`src/lsra_pkg.sv`:
```
// Package for the linear scan register allocator: sizes of the register
// file, positions, identifiers and result fields. No dependencies.
package lsra_pkg;

    localparam int MAX_REGS  = 8;
    localparam int POS_WIDTH = 16;
    localparam int ID_WIDTH  = 16;
    localparam int CFG_WIDTH = 4;
    localparam int ASG_WIDTH = 3;

    // Index of one register entry, and a width that holds the count itself.
    localparam int IDX_W = (MAX_REGS > 1) ? $clog2(MAX_REGS) : 1;
    localparam int CNT_W = $clog2(MAX_REGS + 1);
    localparam int CMP_W = (CNT_W > CFG_WIDTH) ? CNT_W : CFG_WIDTH;

    localparam logic [CFG_WIDTH-1:0] REG_COUNT_RESET = CFG_WIDTH'(8);

endpackage

```
`src/linear_scan_register_allocator.sv`:
```
// Linear scan register allocator: top level, uses lsra_pkg.
// Each interval walks every register entry in ST_SCAN and is then written back in ST_WRITE,
// after which out_valid rises; the writeback waits while a result is still pending.
// A new interval is taken only in ST_IDLE, once the writeback of the last one is done.
// Reset (rst_n, asynchronous, active low) clears all busy marks, sets reg_count to 8
// and empties the result register; the end and owner stores are not cleared.
module linear_scan_register_allocator (
    input  logic                            clk,
    input  logic                            rst_n,
    // Configuration write channel: reg_count only.
    input  logic                            cfg_valid,
    output logic                            cfg_ready,
    input  logic [lsra_pkg::CFG_WIDTH-1:0]  cfg_data,
    // Interval input channel.
    input  logic                            in_valid,
    output logic                            in_ready,
    input  logic [lsra_pkg::ID_WIDTH-1:0]   interval_id,
    input  logic [lsra_pkg::POS_WIDTH-1:0]  interval_start,
    input  logic [lsra_pkg::POS_WIDTH-1:0]  interval_end,
    // Result channel.
    output logic                            out_valid,
    input  logic                            out_ready,
    output logic [lsra_pkg::ID_WIDTH-1:0]   result_id,
    output logic [lsra_pkg::ASG_WIDTH-1:0]  assigned_reg,
    output logic                            is_spilled,
    output logic                            evicted_valid,
    output logic [lsra_pkg::ID_WIDTH-1:0]   evicted_id
);
    import lsra_pkg::*;

    // The sequencer walks the register entries one per cycle. Each scan cycle
    // uses one comparator pair: the expiry test of the entry against the new
    // start, and the furthest-end test against the best candidate so far.
    typedef enum logic [2:0] {
        ST_IDLE  = 3'b001,
        ST_SCAN  = 3'b010,
        ST_WRITE = 3'b100
    } state_t;

    state_t                 state_reg, state_next;
    logic [IDX_W-1:0]       scan_idx_reg, scan_idx_next;

    logic [CFG_WIDTH-1:0]   reg_count_reg;

    // Per register state. Busy marks reset; end and owner are only read while
    // the matching busy mark is set, so they need no reset.
    logic [MAX_REGS-1:0]    reg_busy_reg, reg_busy_next;
    logic [POS_WIDTH-1:0]   reg_end_reg   [MAX_REGS];
    logic [ID_WIDTH-1:0]    reg_owner_reg [MAX_REGS];

    // The interval being allocated.
    logic [ID_WIDTH-1:0]    cur_id_reg;
    logic [POS_WIDTH-1:0]   cur_start_reg;
    logic [POS_WIDTH-1:0]   cur_end_reg;

    // Scan results.
    logic                   free_found_reg, free_found_next;
    logic [IDX_W-1:0]       free_idx_reg, free_idx_next;
    logic                   far_found_reg, far_found_next;
    logic [IDX_W-1:0]       far_idx_reg, far_idx_next;
    logic [POS_WIDTH-1:0]   far_end_reg, far_end_next;
    logic [ID_WIDTH-1:0]    far_owner_reg, far_owner_next;

    // Result register.
    logic                   out_valid_reg;
    logic [ID_WIDTH-1:0]    result_id_reg;
    logic [ASG_WIDTH-1:0]   assigned_reg_reg;
    logic                   is_spilled_reg;
    logic                   evicted_valid_reg;
    logic [ID_WIDTH-1:0]    evicted_id_reg;

    logic [CMP_W-1:0]       cfg_ext;
    logic [CMP_W-1:0]       active_cnt;
    logic                   in_range;
    logic [POS_WIDTH-1:0]   scan_end;
    logic [ID_WIDTH-1:0]    scan_owner;
    logic                   scan_expire;
    logic                   scan_busy;
    logic                   slot_free;
    logic                   do_write;
    logic                   do_evict;
    logic                   last_idx;

    assign cfg_ready = 1'b1;
    assign in_ready  = (state_reg == ST_IDLE);

    assign out_valid     = out_valid_reg;
    assign result_id     = result_id_reg;
    assign assigned_reg  = assigned_reg_reg;
    assign is_spilled    = is_spilled_reg;
    assign evicted_valid = evicted_valid_reg;
    assign evicted_id    = evicted_id_reg;

    // A count above the number of physical registers saturates.
    assign cfg_ext    = CMP_W'(reg_count_reg);
    assign active_cnt = (cfg_ext > CMP_W'(MAX_REGS)) ? CMP_W'(MAX_REGS) : cfg_ext;

    // Per entry evaluation of the scan cycle.
    assign scan_end    = reg_end_reg[scan_idx_reg];
    assign scan_owner  = reg_owner_reg[scan_idx_reg];
    assign scan_expire = reg_busy_reg[scan_idx_reg] && (scan_end < cur_start_reg);
    assign scan_busy   = reg_busy_reg[scan_idx_reg] && !scan_expire;
    assign in_range    = (CMP_W'(scan_idx_reg) < active_cnt);
    assign last_idx    = (scan_idx_reg == IDX_W'(MAX_REGS - 1));

    // The writeback may only proceed when the result register is free or is
    // being drained in this same cycle.
    assign slot_free = !out_valid_reg || out_ready;
    assign do_write  = (state_reg == ST_WRITE) && slot_free;
    assign do_evict  = !free_found_reg && far_found_reg && (far_end_reg > cur_end_reg);

    always_comb
    begin
        state_next      = state_reg;
        scan_idx_next   = scan_idx_reg;
        reg_busy_next   = reg_busy_reg;
        free_found_next = free_found_reg;
        free_idx_next   = free_idx_reg;
        far_found_next  = far_found_reg;
        far_idx_next    = far_idx_reg;
        far_end_next    = far_end_reg;
        far_owner_next  = far_owner_reg;

        case (state_reg)
            ST_IDLE:
            begin
                if (in_valid)
                begin
                    state_next      = ST_SCAN;
                    scan_idx_next   = '0;
                    free_found_next = 1'b0;
                    far_found_next  = 1'b0;
                end
            end
            ST_SCAN:
            begin
                // Expiry applies to every entry, even those above the count.
                if (scan_expire)
                begin
                    reg_busy_next[scan_idx_reg] = 1'b0;
                end
                if (in_range)
                begin
                    if (!scan_busy)
                    begin
                        if (!free_found_reg)
                        begin
                            free_found_next = 1'b1;
                            free_idx_next   = scan_idx_reg;
                        end
                    end
                    else if (!far_found_reg || (scan_end >= far_end_reg))
                    begin
                        // Greater or equal keeps the highest entry on a tie.
                        far_found_next = 1'b1;
                        far_idx_next   = scan_idx_reg;
                        far_end_next   = scan_end;
                        far_owner_next = scan_owner;
                    end
                end
                if (last_idx)
                begin
                    state_next = ST_WRITE;
                end
                else
                begin
                    scan_idx_next = scan_idx_reg + IDX_W'(1);
                end
            end
            ST_WRITE:
            begin
                if (slot_free)
                begin
                    state_next = ST_IDLE;
                    if (free_found_reg)
                    begin
                        reg_busy_next[free_idx_reg] = 1'b1;
                    end
                end
            end
            default:
            begin
                state_next = ST_IDLE;
            end
        endcase
    end

    always_ff @(posedge clk or negedge rst_n)
    begin
        if (!rst_n)
        begin
            state_reg      <= ST_IDLE;
            scan_idx_reg   <= '0;
            reg_busy_reg   <= '0;
            reg_count_reg  <= REG_COUNT_RESET;
            free_found_reg <= 1'b0;
            far_found_reg  <= 1'b0;
            out_valid_reg  <= 1'b0;
        end
        else
        begin
            state_reg      <= state_next;
            scan_idx_reg   <= scan_idx_next;
            reg_busy_reg   <= reg_busy_next;
            free_found_reg <= free_found_next;
            far_found_reg  <= far_found_next;
            if (cfg_valid && cfg_ready)
            begin
                reg_count_reg <= cfg_data;
            end
            if (do_write)
            begin
                out_valid_reg <= 1'b1;
            end
            else if (out_ready)
            begin
                out_valid_reg <= 1'b0;
            end
        end
    end

    // Datapath registers without reset.
    always_ff @(posedge clk)
    begin
        free_idx_reg  <= free_idx_next;
        far_idx_reg   <= far_idx_next;
        far_end_reg   <= far_end_next;
        far_owner_reg <= far_owner_next;

        if (in_valid && in_ready)
        begin
            cur_id_reg    <= interval_id;
            cur_start_reg <= interval_start;
            cur_end_reg   <= interval_end;
        end

        if (do_write)
        begin
            result_id_reg <= cur_id_reg;
            if (free_found_reg)
            begin
                reg_end_reg[free_idx_reg]   <= cur_end_reg;
                reg_owner_reg[free_idx_reg] <= cur_id_reg;
                assigned_reg_reg  <= ASG_WIDTH'(free_idx_reg);
                is_spilled_reg    <= 1'b0;
                evicted_valid_reg <= 1'b0;
                evicted_id_reg    <= '0;
            end
            else if (do_evict)
            begin
                // The furthest-ending owner gives up its register.
                reg_end_reg[far_idx_reg]   <= cur_end_reg;
                reg_owner_reg[far_idx_reg] <= cur_id_reg;
                assigned_reg_reg  <= ASG_WIDTH'(far_idx_reg);
                is_spilled_reg    <= 1'b0;
                evicted_valid_reg <= 1'b1;
                evicted_id_reg    <= far_owner_reg;
            end
            else
            begin
                assigned_reg_reg  <= '0;
                is_spilled_reg    <= 1'b1;
                evicted_valid_reg <= 1'b0;
                evicted_id_reg    <= '0;
            end
        end
    end

    // A transfer on the input always starts the scan at the first entry.
    a_scan_start: assert property (@(posedge clk) disable iff (!rst_n)
        (in_valid && in_ready) |=> (state_reg == ST_SCAN) && (scan_idx_reg == '0))
        else $error("scan did not start at entry zero after an input transfer");

    // A spilled interval never holds a register nor evicts another.
    a_spill_clean: assert property (@(posedge clk) disable iff (!rst_n)
        (out_valid && is_spilled) |-> (assigned_reg == '0) && !evicted_valid)
        else $error("spilled result carries a register or an eviction");

    // A register handed out from the free pool is marked busy afterwards.
    a_free_busy: assert property (@(posedge clk) disable iff (!rst_n)
        (do_write && free_found_reg) |=> reg_busy_reg[$past(free_idx_reg)])
        else $error("allocated register not marked busy");

    // A register given to an interval lies below the active count.
    a_reg_in_range: assert property (@(posedge clk) disable iff (!rst_n)
        (do_write && !is_spilled_reg && (free_found_reg || do_evict)) |=>
            (CMP_W'(assigned_reg_reg) < active_cnt))
        else $error("assigned register beyond the active count");

    // A new result never overwrites one that has not been transferred.
    a_no_overwrite: assert property (@(posedge clk) disable iff (!rst_n)
        (out_valid && !out_ready) |=> out_valid && $stable(result_id))
        else $error("pending result was overwritten");

endmodule
```
`config.mk`:
```
export PLATFORM = sky130hd
export DESIGN_NAME = linear_scan_register_allocator
export DESIGN_NICKNAME = d
export VERILOG_FILES = /design/src/lsra_pkg.sv /design/src/linear_scan_register_allocator.sv
export SDC_FILE = /design/constraint.sdc
export NUM_CORES = 1
export LEC_CHECK = 0
export BUFFER_PORTS_ARGS = -buffer_cell sky130_fd_sc_hd__buf_2
export CAP_MARGIN = 5
export CELL_PAD_IN_SITES_DETAIL_PLACEMENT = 1
export CELL_PAD_IN_SITES_GLOBAL_PLACEMENT = 1
export CORE_MARGIN = 2
export CORE_UTILIZATION = 52
export CTS_CLUSTER_SIZE = 8
export DETAILED_ROUTE_END_ITERATION = 7
export GPL_ROUTABILITY_DRIVEN = 1
export PLACE_DENSITY = 0.87
export SYNTH_ARGS = -nofsm -noshare
export SYNTH_HDL_FRONTEND = slang
export SYNTH_SLANG_ARGS = --single-unit
```
`constraint.sdc`:
```
create_clock -name clk -period 5.4 [get_ports clk]
set_input_delay 1.08 -clock clk [delete_from_list [all_inputs] [get_ports clk]]
set_output_delay 1.08 -clock clk [all_outputs]
set_load 0.01 [all_outputs]
```
==> results of run 1 <==
## critical path, cell delays in order, from the launching register on
cell      delay (ns)
dfrtp_1         0.72
inv_1           0.20
and3_2          0.52
a22o_1          0.31
a221oi_1        0.26
nand3_1         0.25
ha_1            0.37
nand4_1         0.18
nor4_1          0.50
o221ai_2        0.17
nand3_2         0.16
nand3b_1        0.18
a21oi_4         0.52
buf_12          0.28
## placed cells by master (no fill, tap or decap), types with 8 or more instances in the layout
| master | synthesis | final |
|---|---|---|
| ha_1 | 51 | 51 |
| buf_4 | 1 | 18 |
| nor2_1 | 14 | 12 |
| a221oi_1 | 15 | 15 |
| edfxtp_1 | 379 | 379 |
| a21o_1 | 9 | 8 |
| o21ai_0 | 9 | 9 |
| nand2_1 | 17 | 17 |
| a22oi_1 | 93 | 93 |
| clkbuf_16 | 0 | 55 |
| clkbuf_1 | 19 | 20 |
| nand4_1 | 21 | 21 |
| a21oi_1 | 24 | 23 |
| a22o_1 | 22 | 22 |
| inv_1 | 53 | 52 |
| and2_1 | 19 | 19 |
| buf_2 | 9 | 95 |
| nand3_1 | 16 | 16 |
| dfrtp_1 | 19 | 19 |
## power by group
part / switching, W / internal (W)
sequential: 0.000201 / 0.00371
clock: 0.00124 / 0.00184
combinational: 0.000932 / 0.000519
total: 0.00237 / 0.00606
## worst min path at each step
stage,endpoint,startpoint
final,reg_busy_reg[0],rst_n
after global routing,reg_busy_reg[0],rst_n
after CTS,reg_busy_reg[0],rst_n
after detailed placement,evicted_id[13],far_owner_reg[13]
after global placement,cfg_ext[2],cfg_ext[2]
after floorplan,far_found_reg,far_found_reg
## cell type report
cell class / count / area (um^2)
flip-flops and latches: 400 / 11910
fillers: 2609 / 11030
multi-input cells: 398 / 3112
clock buffers: 75 / 1451
repair buffers: 114 / 630.6
well taps: 384 / 480.5
inverters: 53 / 198.9
clock inverters: 3 / 47.55
## kinds of logic after synthesis
group                      count (synthesis)  synth area share
adders and majority gates                 51           0.04163
and+or+nand+nor                          132           0.04946
DFF                                      400            0.7769
muxes                                     15           0.01143
buffers and inverters                     89           0.02326
AOI/OAI and AO/OA                        199           0.09713
other                                      1         0.0002446
## layer usage
| metal | wire (um) | share of wire | track usage |
|---|---|---|---|
| met5 | 0 | 0 | 0 |
| met4 | 1926 | 0.047 | 0.1484 |
| met3 | 2698 | 0.066 | 0.04762 |
| met2 | 20720 | 0.51 | 0.4503 |
| met1 | 15260 | 0.38 | 0.3310 |
## per-stage QoR
stage	util	total power, W	cells
4_1_cts	0.6178	0.008450	1427
3_3_place_gp	0.5659	0.005196	1349
6_report	0.6178	0.008435	1427
2_1_floorplan	-	0.004773	887
5_1_grt	0.6178	0.008703	1427
3_5_place_dp	0.5659	0.005315	1349
==> results.sh, run 1 <==
export IMPL_outcome="completed"
export IMPL_hold_viol_final=0
export IMPL_rows=62
export IMPL_port_buffers=95
export IMPL_ir_worst_vdd_uv=379.2
export IMPL_initial_utilization=0.5312
export IMPL_post_cts_resized=0
export IMPL_die_w_um=175.7
export IMPL_synth_top_area_cell="edfxtp_1"
export IMPL_drive_gt1_frac=0.1908
export IMPL_clk_insertion_delay_late_ns=0.58
export IMPL_hold_buffers=0
export IMPL_clock_sinks=400
export IMPL_yosysTopAreaCellShare=0.7424
export IMPL_r2r_start="scan_idx_reg[1]"
export IMPL_ys_types=58
export IMPL_coreArea_mm2=0.02886
export IMPL_grtUsageTotal=0.2679
export IMPL_yosysMostFrequentCell="edfxtp_1"
export IMPL_r2r_cells=13
export IMPL_cts_clk_slew_worst_paths_ns=0.06
export IMPL_p_leak_nw=6.398
export IMPL_worstReg2RegEnd="far_owner_reg[3]"
export IMPL_io_pins=97
export IMPL_hold_slack_ns=0.4878
export IMPL_criticalPathCategory="reg2reg"
export IMPL_required_ns=5.66
export IMPL_post_drt_wl_per_cell_um=28.46
export IMPL_drc=0
export IMPL_cts_inserted_buffers=55
export IMPL_max_freq_mhz=201.1
export IMPL_synth_edf_count=379
export IMPL_cts_setup_buffers=0
export IMPL_syn_nets=995
export IMPL_final_cell_area_mm2=0.01783
export IMPL_slew_headroom=0.1581
export IMPL_hp_class="in2async"
export IMPL_start_kind="register"
export IMPL_ant_nets=0
export IMPL_postSynthCellCount=887
export IMPL_setup_tns_ns=0
export IMPL_arrival_ns=5.23
export IMPL_dp_hpwl_um=22710
export IMPL_antenna_found_initial=0
export IMPL_synth_common_cells="edfxtp_1 (379), a22oi_1 (93), inv_1 (53)"
export IMPL_clockRootBuffer="clkbuf_16"
export IMPL_vias=9069
export IMPL_setup_violations=0
export IMPL_critPathCapture="far_owner_reg[3]"
export IMPL_grt_pass1_wl_um=61060
export IMPL_drt_total_wl_um=40610
export IMPL_synthTopCellsByArea="edfxtp_1 (74%), a22oi_1 (4.6%), ha_1 (4.2%)"
export IMPL_grt_start_max_net_pins=44
export IMPL_ys_seq_elements=400
export IMPL_ys_flop_type="edfxtp_1"
export IMPL_ctsLongestPathBuffers=3
export IMPL_powerDensity_mw_per_mm2=473.1
export IMPL_grt_pass1_vias=9981
export IMPL_ys_seq_area_frac=0.7769
export IMPL_via_per_inst=6.355
export IMPL_async_flop_share=0.05250
export IMPL_min_period_over_period=0.9210
export IMPL_gp_congestion=0.8060
export IMPL_drt_iter0_drc=855
export IMPL_place_ws_ns=0.7256
export IMPL_syn_avg_cell_area_um2=17.28
export IMPL_setup_slack_ns=0.4266
export IMPL_cap_viol_max_count=0
export IMPL_skew_ns=0.02713
export IMPL_crit_path_start="scan_idx_reg[1]"
export IMPL_finalMaxSlewViolations=0
export IMPL_drt_pass1_iter_count=5
export IMPL_placed_area_mm2=0.01633
export IMPL_n_antenna_cell=0
export IMPL_synth_area_mm2=0.01533
export IMPL_die_area_mm2=0.03087
export IMPL_fp_dieH_um=175.7
export IMPL_overflow=0
export IMPL_worst_path_max_fanout=31
export IMPL_r2r_slack_ns=0.43
export IMPL_rsz0062_at_grt="false"
export IMPL_end_kind="register"
export IMPL_htree_levels=2
export IMPL_tightest_slew_ns=1.263
export IMPL_yosys_warnings=0
export IMPL_fin_crit_ns=4.973
export IMPL_cts_tree="done"
export IMPL_synthToLayoutAreaGrowth_pct=16.31
export IMPL_finalNetCount=1130
Power figures use the tool's default switching activity.
==> inputs of run 2 (changes only) <==
CORE_UTILIZATION = 54   (was 52)
CTS_BUF_LIST = sky130_fd_sc_hd__clkbuf_4   (was not set)
PLACE_DENSITY = 0.9   (was 0.87)
==> run 2 against run 1 <==
- design area is 1.5% lower
- first-iteration DRC count is 12% higher
- die area is 3.6% lower
- global-route usage is 2.9 points higher
- count of clock-buffer cells in the layout is 64 higher
- register-to-register slack better by 0.23 ns
- hold slack worse by 0.18 ns
- core utilization is 1.2 points higher
- clock skew is 0.047 ns higher
- critical path type unchanged
- via count is 4.6% higher
- critical endpoint is now far_idx_reg[0]
==> results.sh, run 2 (synthesis gave the netlist of run 1 again) <==
export IMPL_outcome="completed"
export IMPL_cap_viol_max_count=0
export IMPL_die_area_mm2=0.02975
export IMPL_min_period_over_period=0.8791
export IMPL_clockRootBuffer="clkbuf_4"
export IMPL_grt_start_max_net_pins=50
export IMPL_fin_crit_ns=4.747
export IMPL_ctsLongestPathBuffers=3
export IMPL_setup_tns_ns=0
export IMPL_drc=0
export IMPL_port_buffers=95
export IMPL_io_pins=97
export IMPL_ir_worst_vdd_uv=223.1
export IMPL_worstPathCellList="inv_1, and3_2, a22o_1, a221oi_1, nand3_1, ha_1, nand4_1, nor4_1, o221ai_2, nand3_2, nand3b_1, a21oi_4, buf_12"
export IMPL_tightest_slew_ns=1.135
export IMPL_end_kind="register"
export IMPL_die_w_um=172.5
export IMPL_cts_setup_buffers=0
export IMPL_cpLargestDelayFamily="simple AND/OR/NAND/NOR gates"
export IMPL_overflow=0
export IMPL_most_common_layout_cells="edfxtp_1 (379), clkbuf_4 (139), buf_2 (95), a22oi_1 (93), inv_1 (52)"
export IMPL_cts_tree="done"
export IMPL_drt_pass1_iter_count=5
export IMPL_finalMaxSlewViolations=0
export IMPL_clk_insertion_delay_late_ns=0.78
export IMPL_drt_iter0_drc=957
export IMPL_post_cts_resized=0
export IMPL_fillers=2540
export IMPL_fin_cells=1513
export IMPL_setup_violations=0
export IMPL_rsz0062_at_grt="false"
export IMPL_powerDensity_mw_per_mm2=450.7
export IMPL_start_kind="register"
export IMPL_cts_clk_slew_worst_paths_ns=0.07
export IMPL_post_drt_wl_per_cell_um=28.20
export IMPL_hold_viol_final=0
export IMPL_max_freq_mhz=210.7
export IMPL_antenna_found_initial=1
export IMPL_htree_levels=3
export IMPL_required_ns=5.81
export IMPL_dp_hpwl_um=23510
export IMPL_p_leak_nw=6.397
export IMPL_critPathBufInv=2
export IMPL_r2r_start="scan_idx_reg[1]"
export IMPL_clock_sinks=400
export IMPL_synthToLayoutAreaGrowth_pct=14.54
export IMPL_gp_congestion=0.8141
export IMPL_grt_pass1_vias=10330
export IMPL_arrival_ns=5.16
export IMPL_grt_pass1_wl_um=63160
export IMPL_initial_utilization=0.5503
export IMPL_finalNetCount=1170
export IMPL_critPathMaxStageDelay_ns=0.76
export IMPL_criticalPathCategory="reg2reg"
export IMPL_rows=61
export IMPL_ant_nets=0
export IMPL_skew_ns=0.07427
export IMPL_via_per_inst=6.272
export IMPL_slew_headroom=0.2436
export IMPL_coreArea_mm2=0.02786
export IMPL_drive_gt1_frac=0.2540
export IMPL_layout_commonest_cell="edfxtp_1"
export IMPL_cts_inserted_buffers=96
export IMPL_hp_class="in2async"
export IMPL_place_inst=1342
export IMPL_vias=9489
export IMPL_crit_path_top_delay_cell="dfrtp_1"
export IMPL_fp_dieH_um=172.5
export IMPL_crit_path_start="scan_idx_reg[1]"
export IMPL_worst_path_max_fanout=31
export IMPL_hold_buffers=0
export IMPL_drt_total_wl_um=42660
export IMPL_postLayoutCoreUtil=0.6303
export IMPL_grtUsageTotal=0.2969
[run 2: per-layer routing]
layer	track usage	part of all wire	up-vias
met5	0	0	-
met4	0.1750	0.052	0
li1	-	-	3945
met1	0.3504	0.37	4820
met2	0.4939	0.50	559
met3	0.07599	0.077	165
[run 2: final timing paths]
path	endpoint	slack [ns]	depth (start not counted)
min in group clk	cur_id_reg[13]	0.47	1
max in group asynchronous	cfg_ext[3]	4.67	1
setup reg to reg	far_idx_reg[0]	0.65	13
setup / recovery	far_idx_reg[0]	0.65	13
hold / removal	reg_busy_reg[3]	0.31	1
hold reg to reg	evicted_id[13]	0.49	1
[run 2: final cells by class]
type	instances	area, um^2	area share
multi-input cells	398	3118	0.1776
clock buffers	139	1044	0.05943
diodes	1	2.502	0.0001425
clock inverters	31	178.9	0.01019
inverters	53	198.9	0.01133
flip-flops and latches	400	11910	0.6782
well taps	378	473.0	0.02693
repair buffers	113	635.6	0.03620
[run 2: where the power goes]
part           switching, W  total (W)  internal, W
registers          0.000214    0.00391      0.00370
logic              0.000941    0.00147     0.000529
clock network       0.00129    0.00253      0.00124
[run 2: stage by stage]
stage	cell area [um^2]	total power, W	hold WS, ns	setup slack (ns)
CTS	17560	0.007935	0.2761	0.7314
global placement	16330	0.005202	0.4967	1.054
global route	17560	0.008223	0.3006	0.4668
floorplan	15330	0.004773	0.4586	0.4401
detailed placement	16330	0.005362	0.5068	0.7178
finish	17560	0.007914	0.3111	0.6530
